$ cat src/sv/v3n_pkg.sv
// v3n_pkg: shared widths and types for the vector normalizer
// no dependencies

package v3n_pkg;

  localparam int unsigned CompWidthDef = 16;
  localparam int unsigned UnitWidth    = 16;
  localparam int unsigned MagWidth     = 16;
  localparam int unsigned UnitFrac     = 14;

  typedef logic [MagWidth-1:0] mag_t;

endpackage

$ cat src/sv/v3n_sqrt_stage.sv
// v3n_sqrt_stage: one registered step of a restoring square root
// depends on v3n_pkg

module v3n_sqrt_stage
  import v3n_pkg::*;
#(
  parameter int unsigned SqW = 34,
  parameter int unsigned RtW = 17,
  parameter int unsigned StepIdx = 0
) (
  input  logic           clk_i,
  input  logic           en_i,
  input  logic [SqW-1:0] rem_i,
  input  logic [RtW-1:0] root_i,
  output logic [SqW-1:0] rem_o,
  output logic [RtW-1:0] root_o
);

  localparam int unsigned Sh = 2 * (RtW - 1 - StepIdx);

  logic [SqW+1:0] trial;
  logic [SqW+1:0] rem_ext;
  logic [SqW-1:0] rem_d, rem_q;
  logic [RtW-1:0] root_d, root_q;

  // trial = (4*root + 1) << shift
  always_comb begin
    trial   = (({{(SqW+2-RtW){1'b0}}, root_i} << 2) | (SqW+2)'(1)) << Sh;
    rem_ext = {2'b00, rem_i};
    if (rem_ext >= trial) begin
      rem_d  = SqW'(rem_ext - trial);
      root_d = {root_i[RtW-2:0], 1'b1};
    end else begin
      rem_d  = rem_i;
      root_d = {root_i[RtW-2:0], 1'b0};
    end
  end

  always_ff @(posedge clk_i) begin
    if (en_i) begin
      rem_q  <= rem_d;
      root_q <= root_d;
    end
  end

  assign rem_o  = rem_q;
  assign root_o = root_q;

endmodule

$ cat config.mk
export PLATFORM = sky130hd
export DESIGN_NAME = v3n_sqrt_stage
export DESIGN_NICKNAME = d
export VERILOG_FILES = /design/src/sv/v3n_pkg.sv /design/src/sv/v3n_sqrt_stage.sv
export SDC_FILE = /design/constraint.sdc
export NUM_CORES = 1
export LEC_CHECK = 0
export CAP_MARGIN = 20
export CORE_MARGIN = 8
export CORE_UTILIZATION = 34
export DETAILED_ROUTE_END_ITERATION = 10
export DONT_BUFFER_PORTS = 1
export SYNTH_ARGS = -nofsm -noshare
export SYNTH_HDL_FRONTEND = slang
export SYNTH_SLANG_ARGS = --single-unit
$ cat constraint.sdc
create_clock -name clk_i -period 1.25 [get_ports clk_i]
set_input_delay 0.125 -clock clk_i [delete_from_list [all_inputs] [get_ports clk_i]]
set_output_delay 0.125 -clock clk_i [all_outputs]
set_load 0.05 [all_outputs]
* Word level (Yosys, flattened, before mapping)
Index checks and enable logic that the tools add are counted.
** Word-level totals
- Output and inout port bits :: 51
- Register bits :: 51
- Latch bits :: 0
- Bits in read-only memories :: 0
- Memory bits (writable) :: 0
- Input bits :: 53
- Memories kept :: 0
- Logic and storage cells :: 6
** Cells by class
- Mux-type cells :: 2
- Multiply operators :: 0
- Add/sub/neg operators :: 1
- Reduce and logical (&&, ||, !) cells :: 0
- Order comparisons :: 1
- Eq/ne operators :: 0
- Div/mod/pow operators :: 0
- Shift-type cells :: 0
- Bitwise operators :: 0
** Operators with widths (count)
- greater-or-equal comparator 34 x 36 -> 1 bit :: 1
- 2-to-1 mux 34 bit :: 1
- subtractor 34 x 33 -> 34 bit (second input constant) :: 1
- 2-to-1 mux 1 bit :: 1

* Logic depth before layout (Yosys ltp)
- Word-level depth :: 2
- Mapped depth :: 6
- Gate-level depth less buffers :: 6

* Worst setup path before layout
No wires, ideal clock.
- Path type :: input -> register
- Start :: in rem_i[33]
- End :: reg rem_q[33] (netlist: rem_o[33]) (data pin)
- Path slack :: -0.064 ns
- Library setup time :: 0.265 ns
- Buffers on the path :: 0
- Required time :: 0.985 ns
- Data arrival time :: 1.050 ns
- Stages on the path :: 6
- Path through :: inv_1 -> ha_1 -> nor4b_2 -> nand4_1 -> o31ai_4 -> mux2i_1
** Between the ends
- Word-level cells in the longest chain between the ends :: 2
- Elaborated cells between the ends (all ways) :: 3
- Those cells by class :: add/sub: 1; order compare: 1; mux: 1
** RTL lines
- start: declaration :: line v3n_sqrt_stage.sv:13 : input logic [SqW-1:0] rem_i,
- subtractor 34 x 33 -> 34 bit or greater-or-equal comparator 34 x 36 -> 1 bit (tied branches) :: line v3n_sqrt_stage.sv:31, v3n_sqrt_stage.sv:30
- 2-to-1 mux 34 bit * :: line v3n_sqrt_stage.sv:30 : if (rem_ext >= trial) begin
- named net rem_d[33] :: line v3n_sqrt_stage.sv:23 : logic [SqW-1:0] rem_d, rem_q;
- end signal: assignment :: line v3n_sqrt_stage.sv:41 : rem_q <= rem_d;
- end: declaration :: line v3n_sqrt_stage.sv:23
The timed path passes the listed nets; every way through them passes the cells marked *.
A chain may end at the register's enable or synchronous reset.

* Worst setup path in the final report
- Start :: reg rem_q[33] (netlist: rem_o[33])
- End :: out rem_o[33]
** RTL lines
- end: declaration :: line v3n_sqrt_stage.sv:15 : output logic [SqW-1:0] rem_o,
No word-level cell between the ends.

==> out/summary.txt <==
Number of diodes: 0
Fin. max-slew vios: 0
Design area: 0.002371 sq mm
Die Height: 86.88 um
Status: finished with violations
Routability cong.: 0.6356
Worst Setup Start Kind: flop
Worst Path Required: 1.12 ns
Die area: 0.007547 sq mm
DP HPWL: 2.667 mm
Layout cell share with drive strength beyond 1: 10.94%
Netlist cell types: 14
Hold-fix buffers at CTS: 48
Max VDD drop: 0.7986 mV
Clock tree root driver cell: clkbuf_8
Via count: 881
Total Routing Usage GR: 10.57%
Final net count: 182
Rows: 25
Slew HR: 66.62%
Max_cap viols: 0
Synth Instances: 71
Seq/Total Area, Yosys: 89.67%
WS Path Type: reg -> out
Final WL: 3.986 mm
WHS: -0.06658 ns
Die X: 86.88 um
Final Hold Fails: 51
Unrepaired setup endpoints after global routing: no
Post_cts resized: 0
Finish-stage setup viols: 0
Syn Std Cell Area: 0.001708 sq mm
Initial antenna violation count: 0
Synth Net Count: 126
Total CTS buffers: 5
Input/output buffers: 0
Post-Place Cell Area: 0.001799 sq mm
GRT Residual Overflow: 0
Syn. warnings: 0
Vias in the first global route: 1046
Critical path arrival: 0.97 ns
CTS Buffer Depth: 2
Final min period: 1.097 ns
Crit end category: output port
Largest net degree at the start of global routing: 52
Io pins: 104
DRT iter0 DRCs: 32
Drt first pass iters: 4
DRC Markers: 0
Hold Path Class: in -> reg
H-tree depth: 2
Area grow syn2layout: 38.83%
Post-DRT Antenna Nets: 0
Setup TNS: 0 ns
Clk slew on worst S/H paths: 0.10 ns
Post-CTS Setup Bufs: 0
Vias per std cell: 4.518
Initial Utilization: 35.69%
Syn Area/Cell: 24.05 sq um
Period utilization: 87.78%
Worst slew pin tran: 0.5018 ns
FMAX: 0.9113 GHz
Failing checks: negative hold slack
CP max FO: 1
Clock tree sinks: 51
Synth Register Bits: 51
Cell Pwr Density: 1550 mW/mm^2
CTS tree: built
Core area: 0.004786 sq mm
Leakage: 0.7973 nW
WL/cell: 20.44 um
First-pass GRT wire length: 5.754 mm
layout make-up:
type | count | area [sq um]
Clock buffer | 5 | 68.82
Clock inverter | 3 | 22.52
Fill cell | 395 | 2415
Inverter | 2 | 7.507
Multi-Input combinational cell | 18 | 168.9
Sequential cell | 51 | 1531
Tap cell | 67 | 83.83
Timing Repair Buffer | 49 | 488.0
flip-flops by register name, indices dropped and copies added, names as in the netlist:
| signal | count |
|---|---|
| root_o | 17 |
| rem_o | 34 |
metrics by stage:
step	utilization (%)	instances	hold slack, ns	setup WS, ns	power, mW
2_1_floorplan	-	71	0.2239	0.008562	2.611
6_report	49.54	195	-0.06658	0.1527	3.674
5_1_grt	49.54	195	-0.08817	0.1153	3.796
3_5_place_dp	37.59	139	0.2239	-0.1223	2.650
4_1_cts	49.54	195	-0.07673	0.1380	3.722
3_3_place_gp	37.59	139	0.2240	-0.1195	2.650
power breakdown:
group          switching (mW)  internal, mW
Combinational          0.0337         0.116
Clock                   0.540         0.405
Sequential              0.533          2.05
Total                    1.11          2.57
cells in the mapped netlist:
cell type | count | area, sq um
edfxtp_1 | 51 | 1531
ha_1 | 2 | 25.02
inv_1 | 2 | 7.510
mux2i_1 | 1 | 10.01
nand2_1 | 1 | 3.750
nand3_1 | 1 | 5.000
nand4_1 | 1 | 6.260
nor3_1 | 1 | 5.000
nor4_1 | 4 | 25.02
nor4_2 | 3 | 37.54
nor4b_2 | 1 | 15.01
o31ai_4 | 1 | 21.27
or3_1 | 1 | 6.260
xnor2_1 | 1 | 8.760
layout by cell type (no fill, tap or decap):
| master | netlist | final |
|---|---|---|
| nor3_1 | 1 | 1 |
| o31ai_4 | 1 | 1 |
| nor4_2 | 3 | 3 |
| nand4_1 | 1 | 1 |
| clkinv_2 | 0 | 1 |
| nand3_1 | 1 | 1 |
| or3_1 | 1 | 1 |
| mux2i_1 | 1 | 1 |
| nor4_1 | 4 | 4 |
| nand2_1 | 1 | 1 |
| inv_6 | 0 | 2 |
| ha_1 | 2 | 2 |
| edfxtp_1 | 51 | 51 |
| nor4b_2 | 1 | 1 |
| inv_1 | 2 | 2 |
| buf_4 | 0 | 1 |
| xnor2_1 | 1 | 1 |
| dlygate4sd3_1 | 0 | 48 |
| clkbuf_8 | 0 | 5 |
cells by family (layout without fill, tap and decap cells):
kind of cell / Yosys count / after routing / share of synthesized area, %
flip-flops: 51 / 51 / 89.67
XOR/XNOR: 1 / 1 / 0.5129
AO/OA/AOI/OAI: 1 / 1 / 1.245
buffers and inverters: 2 / 59 / 0.4397
adder cells (fa/ha/maj): 2 / 2 / 1.465
AND/OR/NAND/NOR: 13 / 13 / 6.080
multiplexers: 1 / 1 / 0.5861
routing by layer:
metal | track usage, % | share of wire (%) | up-vias
met5 | 0 | 0 | -
met4 | 3.756 | 0.60 | 0
met3 | 8.491 | 16 | 2
met2 | 18.04 | 52 | 66
met1 | 8.943 | 31 | 413
li1 | - | - | 400
path summary, 6_finish.rpt:
path                                 from                  to  slack (ns)  cells past startpoint
worst min-delay path                 en_i  rem_o[8]$_DFFE_PP_       -0.07                      0
worst max-delay path  rem_o[33]$_DFFE_PP_           rem_o[33]        0.15                      0
Note: power is estimated with default switching activity, not from simulation.
