<file path="src/sv/v3n_pkg.sv">
// v3n_pkg: shared widths and types for the vector normalizer
// no dependencies

package v3n_pkg;

  localparam int unsigned CompWidthDef = 16;
  localparam int unsigned UnitWidth    = 16;
  localparam int unsigned MagWidth     = 16;
  localparam int unsigned UnitFrac     = 14;

  typedef logic [MagWidth-1:0] mag_t;

endpackage

</file>
<file path="src/sv/v3n_div_lane.sv">
// v3n_div_lane: pipelined restoring divider, one quotient bit per stage
// depends on v3n_pkg

module v3n_div_lane
  import v3n_pkg::*;
#(
  parameter int unsigned NumW = 31,
  parameter int unsigned DenW = 17,
  parameter int unsigned QW   = 15
) (
  input  logic              clk_i,
  input  logic [QW:0]       en_i,
  input  logic [NumW-1:0]   num_i,
  input  logic [DenW-1:0]   den_i,
  input  logic              neg_i,
  output logic [UnitWidth-1:0] unit_o
);

  // quotient fits QW bits (at most 16384), remainder below den
  logic [DenW:0]   rem_q  [QW+1];
  logic [NumW-1:0] num_q  [QW+1];
  logic [DenW-1:0] den_q  [QW+1];
  logic [QW-1:0]   quo_q  [QW+1];
  logic [QW:0]     neg_q;

  // quotient is below 2^QW, so the bits above the last QW start the remainder
  always_ff @(posedge clk_i) begin
    if (en_i[0]) begin
      rem_q[0] <= (DenW+1)'(num_i >> QW);
      num_q[0] <= num_i;
      den_q[0] <= den_i;
      quo_q[0] <= '0;
      neg_q[0] <= neg_i;
    end
  end

  for (genvar s = 0; s < QW; s++) begin : g_step
    logic [DenW+1:0] part;
    logic [DenW+1:0] den_ext;
    always_comb begin
      part    = {rem_q[s], num_q[s][QW-1-s]};
      den_ext = {2'b00, den_q[s]};
    end
    always_ff @(posedge clk_i) begin
      if (en_i[s+1]) begin
        if (part >= den_ext) begin
          rem_q[s+1] <= (DenW+1)'(part - den_ext);
          quo_q[s+1] <= {quo_q[s][QW-2:0], 1'b1};
        end else begin
          rem_q[s+1] <= (DenW+1)'(part);
          quo_q[s+1] <= {quo_q[s][QW-2:0], 1'b0};
        end
        num_q[s+1] <= num_q[s];
        den_q[s+1] <= den_q[s];
        neg_q[s+1] <= neg_q[s];
      end
    end
  end

  // apply the sign to the quotient magnitude
  logic [UnitWidth-1:0] mag;
  assign mag    = UnitWidth'(quo_q[QW]);
  assign unit_o = neg_q[QW] ? UnitWidth'(-mag) : mag;

endmodule

</file>
<file path="config.mk">
export PLATFORM = sky130hd
export DESIGN_NAME = v3n_div_lane
export DESIGN_NICKNAME = d
export VERILOG_FILES = /design/src/sv/v3n_pkg.sv /design/src/sv/v3n_div_lane.sv
export SDC_FILE = /design/constraint.sdc
export NUM_CORES = 1
export LEC_CHECK = 0
export BUFFER_PORTS_ARGS = -buffer_cell sky130_fd_sc_hd__buf_2
export CAP_MARGIN = 20
export CORE_ASPECT_RATIO = 1.75
export CORE_MARGIN = 10
export CORE_UTILIZATION = 55
export CTS_CLUSTER_DIAMETER = 60
export DETAILED_ROUTE_END_ITERATION = 12
export GPL_TIMING_DRIVEN = 0
export PLACE_DENSITY = 0.71
export SYNTH_ARGS = -nofsm -noshare
export SYNTH_HDL_FRONTEND = slang
export SYNTH_SLANG_ARGS = --single-unit
</file>
<file path="constraint.sdc">
create_clock -name clk_i -period 4 [get_ports clk_i]
set_input_delay 0.2 -clock clk_i [delete_from_list [all_inputs] [get_ports clk_i]]
set_output_delay 0.2 -clock clk_i [all_outputs]
set_load 0.1 [all_outputs]
</file>
Word level (Yosys, flattened, before mapping)
Memories as Yosys holds them, arrays and structs flattened.
Index checks and enable logic that the tools add are counted.
Storage, ports and cells
  register bits: 16
  memory bits (writable): 1296
  bits of input ports: 66
  output and inout bits: 16
  word-level logic and storage cells: 234
  memories: 4
Memories
  num_q: words 16, bits a word 31, read ports 15, clocked after Yosys merged registers in 0, write ports 16, line v3n_div_lane.sv:21  | logic [NumW-1:0] num_q [QW+1];
  rem_q: words 16, bits a word 18, read ports 15, clocked after Yosys merged registers in 0, write ports 16, line v3n_div_lane.sv:20  | logic [DenW:0] rem_q [QW+1];
  den_q: words 16, bits a word 17, read ports 15, clocked after Yosys merged registers in 0, write ports 16, line v3n_div_lane.sv:22  | logic [DenW-1:0] den_q [QW+1];
  quo_q: words 16, bits a word 15, read ports 16, clocked after Yosys merged registers in 0, write ports 16, line v3n_div_lane.sv:23  | logic [QW-1:0] quo_q [QW+1];
Operators by class
  add/subtract/negate cells: 16
  magnitude comparators: 15
  mux-type cells: 153
  bitwise gates (word level): 30
Operators with widths (number)
  >= comparator 19 x 17 -> 1 bit: 15
  two-way mux 18 bit: 15
  subtractor 18 x 17 -> 18 bit: 15
  two-way mux 15 bit: 15
  two-way mux 1 bit: 122
  OR 1 bit: 30
  two-way mux 16 bit: 1
  negation 15 -> 16 bit: 1

Longest topological paths before layout
An unclocked memory read counts as a cell.
  word-level depth: 6
  mapped depth: 11
  gate-level depth less buffers: 11

Worst setup path after synthesis
OpenSTA, ideal clock, no wires.
  path kind: register to register
  start point: memory rem_q[0][18] (netlist name)
  end point: memory rem_q[0][45] (netlist name), data pin
  arrival: 3216 ps
  required time: 3740 ps
  path slack: 524 ps
  stages on the path, launching flop included: 10
  period minus slack after synthesis: 3476 ps
  path through: edfxtp_1 ha_1 nor2b_4 o31a_1 o32a_1 o31a_1 a311o_1 o41ai_4 buf_6 mux2_4
RTL lines (line)
  from (decl): v3n_div_lane.sv:20

==> metrics.csv <==
metric,value,unit
hold violation count in the final report,0,
Min-Delay Path Class,in2reg,
DR pass1 iterations,8,
Synth Register Bits,779,
Worst Path Max Fanout,10,
syn_area_per_cell,12.5,sq um
CTS tree,done,
syn nets,3459,
register area share after synthesis,0.598,
initial antenna violation count,3,
count of cell types in the netlist,76,
total die area,82600,sq um
Crit. End Element,flop,
clock latency on the worst-skew pair,0.64,ns
Peak Freq,0.251,GHz
period utilization,0.997,
Worst EP arrival,4.28,ns
die extent in y,373,um
pin count of the biggest net entering global routing,50,
via count of the first global-routing pass,28200,
CTS Root Cell,clkbuf_16,
Worst EP required,4.29,ns
asr flop ratio synth,0,
status,finished clean,
Routed WL per cell,21.9,um
"Cell Area, Synth",39100,sq um
yosys warns,0,
Leak,17.0,nW
clock-pin slew on the worst setup and hold paths,0.07,ns
# rows,129,
Post-synth EDFFs,778,
Detailed Route WL,94700,um
Fin Setup TNS,0,ns
critical-path cell list,"ha_1, a21oi_1, nand2_1, a311oi_1, o21ai_0, a41oi_4, clkbuf_1, o21ai_0",
critical path's top delay family,compound AO/OA/AOI/OAI gates,
Max Cap Viol,0,
cells after synthesis,3123,
fin util,0.620,
fin. max-slew vios,0,
Setup CP Type,reg2reg,
via count,25500,
total power,0.0309,W
crit start category,flop,
Final setup viols,0,
CP most frequent cell,o21ai_0,
fin area,43700,sq um
Nets,3677,
power density cells,707,nW/um^2
CP max stage delay,0.57,ns
DRT iter0 DRCs,1382,
share of the synthesized area in the top cell type,0.598,
dpl cells,4129,
Synth area leader,edfxtp_1,
Initial Util,0.554,
worst slew margin relative to its limit,0.224,
Core ar.,70500,sq um
Tmin final,3.99,ns
ys flop type,edfxtp_1,
Setup Skew,0.0266,ns
IO Count,82,
Antenna Violating Nets Remaining,0,
die width,222,um
"top cells by area, synth","edfxtp_1 (60%), ha_1 (8.2%), inv_1 (3.1%)",
Buffers on Ports,81,
maximum VDD drop,0.426,mV
DRC,0,
dpl hpwl,76300,um
Num CTS Buffers,72,
Sink Count,779,
H-tree levels,3,
global-route wire length before repair,142000,um
Worst-Margin Slew,1.16,ns
crit path max-delay cell type,a311oi_1,
GPL Wtd Cong,0.978,
"reg-to-reg slack, setup",0.01,ns
placed instance area,40800,sq um
final non-filler cell total,4315,
Overall Global Routing Usage,0.223,
Via density,5.90,
WP buf/inv,1,
Area Growth Syn to Fin,11.8,%
Longest Clk Path Bufs,3,
ratio of cells with drive above 1 in the final layout,0.104,
"Remaining Overflow, GRT",0,
[cell type report]
cell class	count	area, sq um
Clock buffer	86	1900
Buffer	63	275
Tap cell	917	1150
Antenna cell	1	2.50
Clock inverter	44	422
Sequential cell	779	23400
Timing Repair Buffer	144	1060
Inverter	325	1220
Fill cell	5497	26800
Multi-Input combinational cell	1956	14300
[cell families (layout without fill, tap and decap cells)]
group                    Yosys count  after routing  synth area share
flip-flops                       779            779             0.598
AO/OA/AOI/OAI                    761            761             0.123
AND/OR/NAND/NOR                  617            617            0.0764
buffers and inverters            388            662            0.0376
adder cells (fa/ha/maj)          270            270            0.0891
XOR/XNOR                         201            201            0.0450
multiplexers                     107            107            0.0313
other                              0              1                 0
[per-stage QoR]
step / hold slack [ns] / worst slack [ns]
6_report: 0.103 / 0.0118
5_1_grt: 0.102 / -0.0447
2_1_floorplan: 0.299 / 0.524
3_5_place_dp: 0.378 / -0.460
4_1_cts: 0.0819 / 0.0125
3_3_place_gp: 0.377 / -0.245
[final timing paths]
kind                                 from                endpoint  cells after the start
setup / recovery  rem_q[0][127]$_DFFE_PP_  rem_q[1][13]$_DFFE_PP_                      8
hold / removal                   en_i[13]  den_q[1][96]$_DFFE_PP_                      1
setup reg to reg  rem_q[0][127]$_DFFE_PP_  rem_q[1][13]$_DFFE_PP_                      8
hold reg to reg    num_q[0][63]$_DFFE_PP_  num_q[0][94]$_DFFE_PP_                      0
[power by group]
group	leakage (nW)	internal [W]	switching [W]
Combinational	8.31	0.00492	0.00705
Clock	1.13	0.00380	0.00303
Sequential	7.57	0.0113	0.000799
Total	17.0	0.0200	0.0109
[layer usage]
metal  track usage  up-vias  part of all wire  routed length, um
li1              -    12000                 -                  -
met1         0.120    12300              0.23              21800
met2         0.496      744              0.63              59300
met3        0.0304      475             0.028               2630
met4         0.237        4              0.12              11000
met5             0        -           0.00021                 20
[sequential cells by signal, summed over array words and instances, names as in the netlist]
name / cells
den_q: 255
rem_q: 253
num_q: 135
quo_q: 120
neg_q: 16
[layout by cell type, fill, tap and decap left out, types with 9 or more instances in the layout]
master	n
clkinv_2	13
ha_1	256
dlygate4sd3_1	51
nor4b_1	9
a21o_1	73
buf_2	84
o31ai_1	22
o21bai_1	25
nand2_1	197
a211oi_1	25
and2_1	20
nor2_1	148
clkbuf_2	14
and3_1	15
clkinv_1	15
mux2_2	91
a31oi_1	32
clkbuf_16	74
a21boi_0	9
fa_1	14
nor2b_1	21
nor3_1	36
o21a_1	31
nand2b_1	29
inv_1	325
o21ai_0	217
clkbuf_1	54
a21oi_1	204
or2_2	11
xor2_1	78
nand4_1	37
a211o_1	10
nand3_1	49
o31a_1	13
xnor2_1	123
edfxtp_1	778
o211ai_1	12
[cells in the mapped netlist (6+ instances only)]
cell	instances
edfxtp_1	778
inv_1	325
ha_1	256
o21ai_0	219
a21oi_1	205
nand2_1	197
nor2_1	148
xnor2_1	123
mux2_2	91
xor2_1	78
a21o_1	73
clkbuf_1	56
nand3_1	49
nand4_1	37
nor3_1	36
a31oi_1	32
o21a_1	31
nand2b_1	29
o21bai_1	26
a211oi_1	25
o31ai_1	23
nor2b_1	21
and2_1	20
and3_1	15
fa_1	14
o31a_1	13
o211ai_1	12
or2_2	11
a211o_1	10
a21boi_0	9
nor4b_1	9
mux2_4	8
mux2i_1	8
nand3b_1	8
o41ai_1	7
a2111o_1	6
a221oi_1	6
nor3b_1	6
o21ba_2	6
o22ai_1	6
or3_1	6
or4_1	6
[what timing repair did]
item,CTS,global route
hold buffers,50,1
buffers inserted,3,0
setup endpoints to repair,113,16
endpoints found under the hold margin,51,10
gates resized for setup,16,6
pin swaps,1,0
[worst register-to-register path, delay by kind of cell (launching register included)]
kind | cells | cell delay [ns]
buf+inv | 1 | 0.47
simple gates | 1 | 0.17
flops | 1 | 0.42
fa+ha+maj | 1 | 0.43
compound gates | 5 | 2.16
Note: power is estimated with default switching activity, not from simulation.
